--- config.mk ---
export PLATFORM = sky130hd
export DESIGN_NAME = gamf_seq
export DESIGN_NICKNAME = d
export VERILOG_FILES = /design/src/rtl/core/gamf_pkg.sv /design/src/rtl/core/gamf_seq.sv
export SDC_FILE = /design/constraint.sdc
export NUM_CORES = 1
export LEC_CHECK = 0
export BUFFER_PORTS_ARGS = -buffer_cell sky130_fd_sc_hd__buf_2
export CAP_MARGIN = 30
export CORE_ASPECT_RATIO = 1.5
export CORE_MARGIN = 3
export CORE_UTILIZATION = 50
export DETAILED_ROUTE_END_ITERATION = 8
export PLACE_DENSITY_LB_ADDON = 0.25
export SKIP_CTS_REPAIR_TIMING = 1
export SYNTH_ARGS = -nofsm -noshare
export SYNTH_HDL_FRONTEND = slang
export SYNTH_SLANG_ARGS = --single-unit
export TNS_END_PERCENT = 10
--- constraint.sdc ---
create_clock -name clk -period 7.7 [get_ports clk]
set_input_delay 1.155 -clock clk [delete_from_list [all_inputs] [get_ports clk]]
set_output_delay 1.155 -clock clk [all_outputs]
set_load 0.02 [all_outputs]
--- src/rtl/core/gamf_pkg.sv ---
// ----------------------------------------------------------------------------
// gamf_pkg: shared types and constants of the alignment matrix fill unit
// Sizes of the line store, register map codes, traceback codes and the
// context record that moves from the sequencer to the cell stage.
// ----------------------------------------------------------------------------
package gamf_pkg;

    // Matrix limits and field widths
    localparam int MAX_ROWS    = 1024;
    localparam int MAX_COLUMNS = 1024;
    localparam int ROW_W       = $clog2(MAX_ROWS);
    localparam int COL_W       = $clog2(MAX_COLUMNS);
    localparam int POS_W       = (ROW_W > COL_W) ? ROW_W : COL_W;
    localparam int CNT_W       = 11;
    localparam int GAP_W       = 16;
    localparam int MATCH_W     = 16;
    localparam int SCORE_W     = 32;
    localparam int PROD_W      = POS_W + 1 + GAP_W;
    localparam int LINE_W      = SCORE_W + MATCH_W;

    // Configuration port
    localparam int ADDR_W    = 4;
    localparam int DATA_W    = 32;
    localparam int REG_IDX_W = 2;

    localparam logic [REG_IDX_W-1:0] REG_GAP_PENALTY  = 2'd0;
    localparam logic [REG_IDX_W-1:0] REG_ROW_COUNT    = 2'd1;
    localparam logic [REG_IDX_W-1:0] REG_COLUMN_COUNT = 2'd2;

    localparam logic [GAP_W-1:0] GAP_RESET = 16'hFFFF;
    localparam logic [CNT_W-1:0] ROW_COUNT_RESET    = CNT_W'(MAX_ROWS);
    localparam logic [CNT_W-1:0] COLUMN_COUNT_RESET = CNT_W'(MAX_COLUMNS);

    // Traceback direction
    typedef enum logic [1:0] {
        DIR_DIAG = 2'd0,
        DIR_UP   = 2'd1,
        DIR_LEFT = 2'd2
    } dir_t;

    // Cell context handed from the sequencer to the cell stage
    typedef struct packed {
        logic [ROW_W-1:0]   row;
        logic [COL_W-1:0]   col;
        logic [MATCH_W-1:0] match;
        logic [SCORE_W-1:0] border_score;
        logic               border;
        dir_t               border_dir;
        logic               last;
    } cell_ctx_t;

endpackage

--- src/rtl/core/gamf_seq.sv ---
// ----------------------------------------------------------------------------
// gamf_seq: cell position sequencer
// Walks the matrix in column-major order, flags the final cell and forms
// the border score of column 0 and row 0 cells.
// ----------------------------------------------------------------------------
module gamf_seq (
    input  logic                              clk,
    input  logic                              rst_n,
    input  logic                              accept,
    input  logic signed [gamf_pkg::GAP_W-1:0] gap_penalty,
    input  logic [gamf_pkg::CNT_W-1:0]        row_count,
    input  logic [gamf_pkg::CNT_W-1:0]        column_count,
    input  logic [gamf_pkg::MATCH_W-1:0]      match_score,
    output logic [gamf_pkg::ROW_W-1:0]        rd_addr,
    output gamf_pkg::cell_ctx_t               ctx
);
    import gamf_pkg::*;

    logic [ROW_W-1:0] row_pos_reg, row_pos_next;
    logic [COL_W-1:0] col_pos_reg, col_pos_next;
    logic [CNT_W-1:0] rows_eff;
    logic [CNT_W-1:0] cols_eff;
    logic             row_wrap;
    logic             col_wrap;
    logic [POS_W-1:0] border_pos;
    logic signed [PROD_W-1:0] border_prod;

    // Clamp the counts into the supported range
    always_comb
    begin
        if (row_count == '0)
            rows_eff = CNT_W'(1);
        else if (row_count > CNT_W'(MAX_ROWS))
            rows_eff = CNT_W'(MAX_ROWS);
        else
            rows_eff = row_count;

        if (column_count == '0)
            cols_eff = CNT_W'(1);
        else if (column_count > CNT_W'(MAX_COLUMNS))
            cols_eff = CNT_W'(MAX_COLUMNS);
        else
            cols_eff = column_count;
    end

    assign row_wrap = (CNT_W'(row_pos_reg) + CNT_W'(1)) >= rows_eff;
    assign col_wrap = (CNT_W'(col_pos_reg) + CNT_W'(1)) >= cols_eff;

    // Advance the position after each transfer
    always_comb
    begin
        row_pos_next = row_pos_reg;
        col_pos_next = col_pos_reg;
        if (accept)
        begin
            if (row_wrap)
            begin
                row_pos_next = '0;
                col_pos_next = col_wrap ? '0 : col_pos_reg + COL_W'(1);
            end
            else
            begin
                row_pos_next = row_pos_reg + ROW_W'(1);
            end
        end
    end

    always_ff @(posedge clk or negedge rst_n)
    begin
        if (!rst_n)
        begin
            row_pos_reg <= '0;
            col_pos_reg <= '0;
        end
        else
        begin
            row_pos_reg <= row_pos_next;
            col_pos_reg <= col_pos_next;
        end
    end

    // Border score: row*gap in column 0, column*gap in row 0
    assign border_pos  = (col_pos_reg == '0) ? POS_W'(row_pos_reg) : POS_W'(col_pos_reg);
    assign border_prod = $signed({1'b0, border_pos}) * gap_penalty;

    // Build the cell context
    always_comb
    begin
        ctx.row          = row_pos_reg;
        ctx.col          = col_pos_reg;
        ctx.match        = match_score;
        ctx.border_score = {{(SCORE_W-PROD_W){border_prod[PROD_W-1]}}, border_prod};
        ctx.border       = (row_pos_reg == '0) || (col_pos_reg == '0);
        ctx.last         = row_wrap && col_wrap;
        if (col_pos_reg == '0)
            ctx.border_dir = (row_pos_reg == '0) ? DIR_DIAG : DIR_UP;
        else
            ctx.border_dir = DIR_LEFT;
    end

    assign rd_addr = row_pos_reg;

endmodule

==> results by group <==
Status
  • Status: finished, final reports clean

Drt
  • Uppermost layer routed: met4
  • Detailed-route via count: 7090
  • WL final: 20.53 mm
  • DRC Markers: 0
  • Met2 Wirelength: 11.58 mm
  • M1 wire length: 8.027 mm
  • DRT antenna net count: 0
  • DR WL met3: 687 um
  • Wirelength per Cell: 15.32 um
  • Iteration-0 DRC count of the detailed router: 224
  • Vias/cell: 5.291
  • DR pass1 iterations: 4

Placed design
  • Dpl hpwl: 16.97 mm
  • Gp weighted congestion: 0.8809
  • Pre-CTS WS: -136.7 ps
  • Port Buffers: 106

GRT
  • Total gr overflow: 0
  • First-pass GRT wire length: 34.64 mm
  • Total GRT Usage: 22.02%
  • Vias in the first global route: 7416
  • Largest net degree at the start of global routing: 21
  • Initial antenna violation count: 0

Clocking
  • Clk pin slew, worst setup/hold paths: 50 ps
  • CTS tree: done
  • Worst-skew pair later-pin latency: 250 ps
  • CTS buffer count: 3
  • CTS sink count: 20
  • H-tree depth: 1
  • Clk buf depth: 2
  • CTS root buf: clkbuf_16

STA
  • Setup TNS: 0 ps
  • Worst setup margin: 151.4 ps
  • Final setup vio count: 0
  • Tcrit/Tclk final: 98.03%
  • Worst slew pin tran: 778.9 ps
  • Normalized max-slew margin: 48.07%
  • Fin. max-slew vios: 0
  • RSZ-0062 raised after global routing: yes
  • Final Hold Vio Count: 0
  • Tmin final: 7549 ps
  • Peak Freq: 0.1325 GHz
  • Fin Clk Skew: 5.503 ps
  • WHS: 640.5 ps

Setup path
  • Crit-path max cell delay: 540 ps
  • Slowest cell on crit path: fa_1
  • Crit path DAT: 6390 ps
  • Worst EP required: 6550 ps
  • Worst setup EP type: output port
  • Type of the worst setup path: register to output port
  • Most used cell, CP: fa_1
  • Max FO, Critical Path: 7
  • CP Launch Type: register

Logic synthesis
  • Post-synth ARST share: 100.0%
  • Mean post-synth cell area: 8.313 um2
  • FF+latch count, synth: 20
  • Netlist Area Pre-Place: 0.008521 mm2
  • Yosys warning total: 0
  • Post-Syn Nets: 1314
  • Post-synthesis sequential area ratio: 5.874%
  • Post-synth EDFFs: 0
  • Top FF cell, synth: dfrtp_1
  • Distinct cells, synth: 61
  • Syn Inst Count: 1025

Final layout
  • Synth-to-Final Area Change: 19.15%
  • # fillers: 1420
  • Final core utilization: 61.62%
  • Commonest non-fill, non-tap cell in the layout: inv_1
  • Layout cells sized above 1: 25.13%
  • ANT cells: 0
  • Most frequent cells in the layout: inv_1, fa_1, nand2_1, buf_2, ha_1
  • Final nets: 1424

Job
  • Max capacitance violation total: 0

Floorplanning
  • Die height: 165.9 um
  • Initial Util: 51.72%
  • I/O pin total: 139
  • # rows: 57
  • Core area: 0.01647 mm2
  • Die width: 112.6 um
  • DIE AREA: 0.01868 mm2

Worst hold path
  • HP Class: register to register
==> logic make-up (layout without fill, tap and decap cells) <==
kind of cell	Yosys count	count (layout)	share of synthesized area, %
xor+xnor	37	37	3.803
buf+inv	296	405	14.70
compound gates	123	123	10.01
mux	2	2	0.2350
fa+ha+maj	232	232	46.84
simple gates	315	315	18.53
flops	20	20	5.874
==> metrics by stage <==
step	area [um2]	std cells
finish	10150	1340
global route	10150	1340
global placement	9245	1307
CTS	9324	1311
detailed placement	9245	1307
floorplan	8577	1025
==> synth_stat cells (6+ instances only) <==
| cell type | instances | area, um2 |
|---|---|---|
| a211oi_1 | 6 | 45.04 |
| a21o_1 | 14 | 105.1 |
| a21oi_1 | 25 | 125.1 |
| a22o_1 | 7 | 61.31 |
| and2_1 | 43 | 269.0 |
| and2b_1 | 6 | 45.04 |
| and3_1 | 13 | 81.33 |
| buf_1 | 13 | 48.80 |
| buf_2 | 13 | 65.06 |
| buf_4 | 31 | 232.7 |
| clkbuf_1 | 7 | 26.28 |
| dfrtp_1 | 20 | 500.5 |
| fa_1 | 145 | 2903 |
| ha_1 | 87 | 1089 |
| inv_1 | 228 | 855.8 |
| nand2_1 | 133 | 499.2 |
| nand3_1 | 23 | 115.1 |
| nor2_1 | 23 | 86.33 |
| nor2b_1 | 29 | 181.4 |
| nor3_1 | 12 | 60.06 |
| nor4_1 | 7 | 43.79 |
| o21a_1 | 8 | 60.06 |
| o21ai_0 | 22 | 110.1 |
| or2_2 | 8 | 50.05 |
| xnor2_1 | 27 | 236.5 |
| xor2_1 | 10 | 87.58 |
==> cell type report <==
class                      instances  area, um2  area share [%]
clock buffer                       4      78.83          0.7764
inverter                         230      865.8           8.528
multi-input combinational        709       7321           72.11
sequential                        20      503.0           4.954
tap                              206      257.7           2.539
timing repair buffer             171       1126           11.09
==> worst paths after layout <==
kind / slack [ps] / end / start / depth (start not counted)
max in group asynchronous: 6490 / col_pos_reg[0]$_DFFE_PN0P_ / rst_n / 1
min: 640 / col_pos_reg[3]$_DFFE_PN0P_ / col_pos_reg[3]$_DFFE_PN0P_ / 2
min reg2reg: 640 / col_pos_reg[3]$_DFFE_PN0P_ / col_pos_reg[3]$_DFFE_PN0P_ / 2
min in group asynchronous: 860 / rd_addr[6]$_DFFE_PN0P_ / rst_n / 1
max: 150 / ctx[32] / col_pos_reg[1]$_DFFE_PN0P_ / 28
max reg2reg: 4100 / col_pos_reg[4]$_DFFE_PN0P_ / col_pos_reg[1]$_DFFE_PN0P_ / 15
==> layer usage <==
metal  GRT usage [%]  vias up
li1                -     3361
met1           26.77     3546
met4           4.027        0
met2           42.65      164
met3           1.094       19
met5               0        -
==> critical path: cells and delay by family (launching register included) <==
kind                     cells  cell delay, ps
adder cells (fa/ha/maj)      7            2910
AO/OA/AOI/OAI                6            1160
buffers and inverters        9             930
AND/OR/NAND/NOR              6             720
flip-flops                   1             400
Power is left out: the tool's default activity adds up to more than one toggle a clock period on the data nets, which glitch-free logic cannot reach.
