File: config.mk
export PLATFORM = sky130hd
export DESIGN_NAME = gamf_cell_pe
export DESIGN_NICKNAME = d
export VERILOG_FILES = /design/src/rtl/core/gamf_pkg.sv /design/src/rtl/core/gamf_cell_pe.sv
export SDC_FILE = /design/constraint.sdc
export NUM_CORES = 1
export LEC_CHECK = 0
export BUFFER_PORTS_ARGS = -buffer_cell sky130_fd_sc_hd__buf_4
export CAP_MARGIN = 20
export CORE_ASPECT_RATIO = 0.9
export CORE_MARGIN = 1.5
export CORE_UTILIZATION = 35
export CTS_CLUSTER_SIZE = 12
export DETAILED_ROUTE_END_ITERATION = 8
export PLACE_DENSITY = 0.52
export SYNTH_ARGS = -nofsm -noshare
export SYNTH_HDL_FRONTEND = slang
export SYNTH_SLANG_ARGS = --single-unit
File: constraint.sdc
create_clock -name clk -period 11.31 [get_ports clk]
set_input_delay 1.131 -clock clk [delete_from_list [all_inputs] [get_ports clk]]
set_output_delay 1.131 -clock clk [all_outputs]
set_load 0.005 [all_outputs]
File: src/rtl/core/gamf_pkg.sv
// ----------------------------------------------------------------------------
// gamf_pkg: shared types and constants of the alignment matrix fill unit
// Sizes of the line store, register map codes, traceback codes and the
// context record that moves from the sequencer to the cell stage.
// ----------------------------------------------------------------------------
package gamf_pkg;

    // Matrix limits and field widths
    localparam int MAX_ROWS    = 1024;
    localparam int MAX_COLUMNS = 1024;
    localparam int ROW_W       = $clog2(MAX_ROWS);
    localparam int COL_W       = $clog2(MAX_COLUMNS);
    localparam int POS_W       = (ROW_W > COL_W) ? ROW_W : COL_W;
    localparam int CNT_W       = 11;
    localparam int GAP_W       = 16;
    localparam int MATCH_W     = 16;
    localparam int SCORE_W     = 32;
    localparam int PROD_W      = POS_W + 1 + GAP_W;
    localparam int LINE_W      = SCORE_W + MATCH_W;

    // Configuration port
    localparam int ADDR_W    = 4;
    localparam int DATA_W    = 32;
    localparam int REG_IDX_W = 2;

    localparam logic [REG_IDX_W-1:0] REG_GAP_PENALTY  = 2'd0;
    localparam logic [REG_IDX_W-1:0] REG_ROW_COUNT    = 2'd1;
    localparam logic [REG_IDX_W-1:0] REG_COLUMN_COUNT = 2'd2;

    localparam logic [GAP_W-1:0] GAP_RESET = 16'hFFFF;
    localparam logic [CNT_W-1:0] ROW_COUNT_RESET    = CNT_W'(MAX_ROWS);
    localparam logic [CNT_W-1:0] COLUMN_COUNT_RESET = CNT_W'(MAX_COLUMNS);

    // Traceback direction
    typedef enum logic [1:0] {
        DIR_DIAG = 2'd0,
        DIR_UP   = 2'd1,
        DIR_LEFT = 2'd2
    } dir_t;

    // Cell context handed from the sequencer to the cell stage
    typedef struct packed {
        logic [ROW_W-1:0]   row;
        logic [COL_W-1:0]   col;
        logic [MATCH_W-1:0] match;
        logic [SCORE_W-1:0] border_score;
        logic               border;
        dir_t               border_dir;
        logic               last;
    } cell_ctx_t;

endpackage

File: src/rtl/core/gamf_cell_pe.sv
// ----------------------------------------------------------------------------
// gamf_cell_pe: cell scoring stage and result register
// Combines the cell above, the line store entry and the diagonal term,
// writes the new score back to the line store and holds the result until
// the receiver takes it.
// ----------------------------------------------------------------------------
module gamf_cell_pe (
    input  logic                              clk,
    input  logic                              rst_n,
    input  logic                              accept,
    input  gamf_pkg::cell_ctx_t               ctx_in,
    input  logic signed [gamf_pkg::GAP_W-1:0] gap_penalty,
    input  logic [gamf_pkg::LINE_W-1:0]       rd_data,
    output logic                              ready,
    output logic                              wr_en,
    output logic [gamf_pkg::ROW_W-1:0]        wr_addr,
    output logic [gamf_pkg::LINE_W-1:0]       wr_data,
    input  logic                              cell_stall,
    output logic                              cell_valid,
    output logic signed [gamf_pkg::SCORE_W-1:0] cell_score,
    output logic [1:0]                        direction,
    output logic [gamf_pkg::ROW_W-1:0]        row_index,
    output logic [gamf_pkg::COL_W-1:0]        column_index,
    output logic                              last_cell
);
    import gamf_pkg::*;

    function automatic logic signed [SCORE_W-1:0] sat_add(
        input logic signed [SCORE_W-1:0] a,
        input logic signed [SCORE_W-1:0] b
    );
        logic signed [SCORE_W:0] sum;
        logic signed [SCORE_W-1:0] res;
        sum = {a[SCORE_W-1], a} + {b[SCORE_W-1], b};
        if (sum[SCORE_W] != sum[SCORE_W-1])
            res = sum[SCORE_W] ? {1'b1, {(SCORE_W-1){1'b0}}} : {1'b0, {(SCORE_W-1){1'b1}}};
        else
            res = sum[SCORE_W-1:0];
        return res;
    endfunction

    logic                       s1_valid_reg;
    cell_ctx_t                  ctx_reg;
    logic signed [SCORE_W-1:0]  running_best_reg;
    logic signed [SCORE_W-1:0]  diag_reg;
    logic                       out_valid_reg;
    logic signed [SCORE_W-1:0]  out_score_reg;
    dir_t                       out_dir_reg;
    logic [ROW_W-1:0]           out_row_reg;
    logic [COL_W-1:0]           out_col_reg;
    logic                       out_last_reg;

    logic                       s1_go;
    logic signed [SCORE_W-1:0]  gap_ext;
    logic signed [SCORE_W-1:0]  old_total;
    logic signed [SCORE_W-1:0]  old_match_ext;
    logic signed [SCORE_W-1:0]  up_score;
    logic signed [SCORE_W-1:0]  left_score;
    logic signed [SCORE_W-1:0]  best_score;
    logic signed [SCORE_W-1:0]  score;
    dir_t                       pick;
    dir_t                       dir_out;

    // Advance the cell stage when the result register is free or emptying
    assign s1_go = s1_valid_reg && (!out_valid_reg || !cell_stall);
    assign ready = !s1_valid_reg || s1_go;

    assign gap_ext       = {{(SCORE_W-GAP_W){gap_penalty[GAP_W-1]}}, gap_penalty};
    assign old_total     = rd_data[LINE_W-1:MATCH_W];
    assign old_match_ext = {{(SCORE_W-MATCH_W){rd_data[MATCH_W-1]}}, rd_data[MATCH_W-1:0]};

    // Pick the best of up, left and diagonal
    always_comb
    begin
        up_score   = sat_add(running_best_reg, gap_ext);
        left_score = sat_add(old_total, gap_ext);
        if (up_score > left_score)
        begin
            best_score = up_score;
            pick       = DIR_UP;
        end
        else
        begin
            best_score = left_score;
            pick       = DIR_LEFT;
        end
        if (diag_reg >= best_score)
        begin
            best_score = diag_reg;
            pick       = DIR_DIAG;
        end

        if (ctx_reg.border)
        begin
            score   = $signed(ctx_reg.border_score);
            dir_out = ctx_reg.border_dir;
        end
        else
        begin
            score   = best_score;
            dir_out = pick;
        end
    end

    // Write the new score and match back to the line store
    assign wr_en   = s1_go;
    assign wr_addr = ctx_reg.row;
    assign wr_data = {score, ctx_reg.match};

    // Control and carried state
    always_ff @(posedge clk or negedge rst_n)
    begin
        if (!rst_n)
        begin
            s1_valid_reg     <= 1'b0;
            out_valid_reg    <= 1'b0;
            running_best_reg <= '0;
            diag_reg         <= '0;
        end
        else
        begin
            if (accept)
                s1_valid_reg <= 1'b1;
            else if (s1_go)
                s1_valid_reg <= 1'b0;

            if (s1_go)
            begin
                out_valid_reg    <= 1'b1;
                running_best_reg <= score;
                diag_reg         <= sat_add(old_total, old_match_ext);
            end
            else if (!cell_stall)
            begin
                out_valid_reg <= 1'b0;
            end
        end
    end

    // Payload registers
    always_ff @(posedge clk)
    begin
        if (accept)
            ctx_reg <= ctx_in;
        if (s1_go)
        begin
            out_score_reg <= score;
            out_dir_reg   <= dir_out;
            out_row_reg   <= ctx_reg.row;
            out_col_reg   <= ctx_reg.col;
            out_last_reg  <= ctx_reg.last;
        end
    end

    assign cell_valid   = out_valid_reg;
    assign cell_score   = out_score_reg;
    assign direction    = out_dir_reg;
    assign row_index    = out_row_reg;
    assign column_index = out_col_reg;
    assign last_cell    = out_last_reg;

endmodule

==> flow_metrics.py <==
metrics = {
    "routing": {
        "wirelength_um": 56000,
        "viasPerCell": 5.56,
        "drc": 0,
        "first_pass_iters": 5,
        "initialDrtViolationCount": 1145,
        "wl_per_cell_um": 21.3,
        "ant_nets": 0,
        "vias": 14700,
    },
    "clocking": {
        "path_clk_slew_ns": 0.07,
        "ctsHoldBuffers": 0,
        "clock_sinks": 193,
        "cts.path.max_buffers": 2,
        "cts_tree": "done",
        "h-tree-depth": 4,
        "cts_buffers": 17,
        "clk_latency_ns": 0.48,
        "cts_root_buf": "clkbuf_16",
    },
    "critical_path": {
        "reg2reg_depth": 36,
        "cp-endpoint": "wr_data[42]",
        "cp.required_ns": 10.18,
        "cp_max_fo": 25,
        "worstPathArrival_ns": 9.74,
        "crit_path_frequent_cell": "buf_4",
        "startpoint_type": "input port",
        "r2r_end": "cell_score[6]",
        "worstReg2RegStart": "running_best_reg[9]",
        "cp-startpoint": "gap_penalty[1]",
        "path_class": "input port to primary output",
        "slowest_delay_ns": 0.45,
        "regToRegSetupSlack_ns": 2.43,
        "cpMaxStageDelayCell": "o41a_1",
        "end_kind": "primary output",
    },
    "place": {
        "numPortBuffers": 255,
        "place_hpwl_um": 44900,
        "place_congestion": 0.923,
    },
    "global_route": {
        "track_usage": 0.242,
        "grt_pass1_vias": 14100,
        "grt_first_pass_wirelength_um": 84100,
        "grt_max_degree": 74,
        "antenna_found_initial": 0,
        "grt.overflow.total": 0,
    },
    "timing": {
        "rsz0062_at_grt": "no",
        "fin_crit_sh": 0.961,
        "tns_ns": 0,
        "skew_ns": 0.0172,
        "setup_viol_count_final": 0,
        "slew_headroom": 0.327,
        "fmax_mhz": 92.0,
        "hold_violations": 0,
        "drv_slew": 0,
        "period_needed_ns": 10.87,
        "tightest_slew_ns": 1.01,
    },
    "hold_path": {
        "hold_class": "flop to flop",
        "holdCritStartpoint": "ctx_reg[56]",
    },
    "synthesis": {
        "synth_area_um2": 15700,
        "yosysTopAreaCellShare": 0.243,
        "synth-adder-area-share": 0.136,
        "avgSynthCellArea_um2": 9.05,
        "syn-num-nets": 2045,
        "ys.flop_type": "edfxtp_1",
        "yosysUniqueCellTypes": 105,
        "synth_top_family_by_area": "compound AO/OA/AOI/OAI gates",
        "synth-seq-area-share": 0.348,
        "synth_compound_area_frac": 0.257,
        "synth-simple-area-share": 0.152,
        "synthTopCellsByArea": "edfxtp_1 (24%), ha_1 (13%), dfrtp_1 (11%)",
        "synth_mux_area_frac": 0.0173,
        "yosys.area_share.xor_xnor": 0.0400,
        "synth_edf_count": 127,
        "synthesis.instances": 1738,
        "synth_seq_cells": 193,
        "synth-async-reset-ratio": 0.342,
        "synth_largest_area_cell": "edfxtp_1",
        "yosysWarnings": 0,
    },
    "layout": {
        "multi_input_area_um2": 9630,
        "syn2layout_area_growth_pct": 23.9,
        "fillers": 4443,
        "diodes": 0,
        "largest_reg_flops": 46,
        "final_layout_size_suffix_gt1_frac": 0.232,
        "finalCoreUtilization": 0.441,
        "regArea_um2": 5470,
        "nNetsFinal": 2329,
    },
    "floorplanning": {
        "core-area_um2": 44200,
        "die_y_um": 204,
        "start_util": 0.356,
        "rows": 73,
        "ios": 256,
        "die_w_um": 226,
        "design.die.area_um2": 46200,
    },
    "status": {
        "outcome": "finished, final reports clean",
    },
    "run": {
        "maxCapViolations": 0,
    },
}
## worst max-delay path: cells and delay by family
family / cells / cell delay [ns]
adder cells (fa/ha/maj): 4 / 1.34
multiplexers: 2 / 0.73
buffers and inverters: 8 / 1.42
AND/OR/NAND/NOR: 10 / 1.59
AO/OA/AOI/OAI: 13 / 3.31
XOR/XNOR: 1 / 0.16
## per-layer routing
metal	vias to the layer above	global-route usage	wire (um)
li1	7108	-	-
met4	0	0.0852	1620
met5	-	0	0
met1	7061	0.327	25100
met3	65	0.0276	2590
met2	424	0.399	26700
## stage by stage
stage	setup slack (ns)	cells	instance area, um^2	hold slack [ns]
floorplan	1.15	1738	15700	0.400
global placement	0.378	2596	18700	0.401
detailed placement	0.267	2596	18700	0.406
CTS	0.187	2627	19300	0.423
global route	0.00842	2634	19500	0.428
finish	0.442	2634	19500	0.421
## timing repair
item	4_1_cts	5_1_grt
resized for setup	0	37
setup endpoints to repair	0	32
setup buffers	0	6
endpoints found under the hold margin	0	0
## kinds of logic after synthesis
family | count (synthesis)
compound gates | 619
xor+xnor | 71
fa+ha+maj | 170
buf+inv | 169
flops | 193
mux | 26
simple gates | 490
## how the worst min path moves through the flow
stage | endpoint | cells past startpoint
after floorplan | column_index[0] | 0
after global placement | column_index[5] | 0
after detailed placement | column_index[4] | 0
after CTS | column_index[4] | 0
after global routing | column_index[7] | 0
final | column_index[4] | 0
## synth_stat cells (all sizes together), types with 10 or more instances
| library cell | count |
|---|---|
| a21oi | 185 |
| nand2 | 172 |
| ha | 164 |
| o21ai | 141 |
| edfxtp | 127 |
| nor2 | 114 |
| dfrtp | 66 |
| inv | 66 |
| clkbuf | 61 |
| a21o | 50 |
| buf | 40 |
| nand3 | 37 |
| xor2 | 37 |
| nand4 | 36 |
| xnor2 | 34 |
| a211oi | 27 |
| nor3 | 25 |
| o21a | 25 |
| mux2i | 23 |
| o211ai | 23 |
| o22ai | 19 |
| a21boi | 18 |
| a221o | 17 |
| a31oi | 15 |
| nand2b | 14 |
| nor2b | 14 |
| o31ai | 14 |
| and3 | 11 |
| nor4 | 11 |
| and2 | 10 |
| or3 | 10 |
## placed cells by master (no fill, tap or decap), types with 7 or more instances in the layout
cell         n
and2_1       9
or2_2        8
xnor2_1     33
nand2_1    169
o31ai_1     10
a211oi_1    24
o21ai_1     50
clkbuf_16   17
nand4_1     36
a221o_1     17
a21boi_1    15
o211ai_1    23
a21o_1      49
o21bai_1     8
a31oi_1     13
dfrtp_1     66
o21a_1      24
a21oi_1    183
or3_1       10
inv_1       65
nor4_1       9
and3_1      11
o21ai_0     89
nand3_1     36
o22ai_1     17
ha_1       163
nor2_1     112
and4_1       8
nand2b_1    14
a2bb2oi_1    7
nor2b_1     14
mux2i_1     14
a31o_2       9
edfxtp_1   127
nor3_1      25
xor2_1      36
buf_4      358
## area by class of cell
class,count,share of cell area
Multi-Input combinational cell,1376,0.494
Sequential cell,193,0.281
Timing Repair Buffer,366,0.145
Tap cell,600,0.0385
Clock buffer,18,0.0220
Inverter,68,0.0132
Clock inverter,13,0.00674
Power is not shown: default switching activity piles up to over one toggle a cycle in this logic, so the estimate is an artifact.
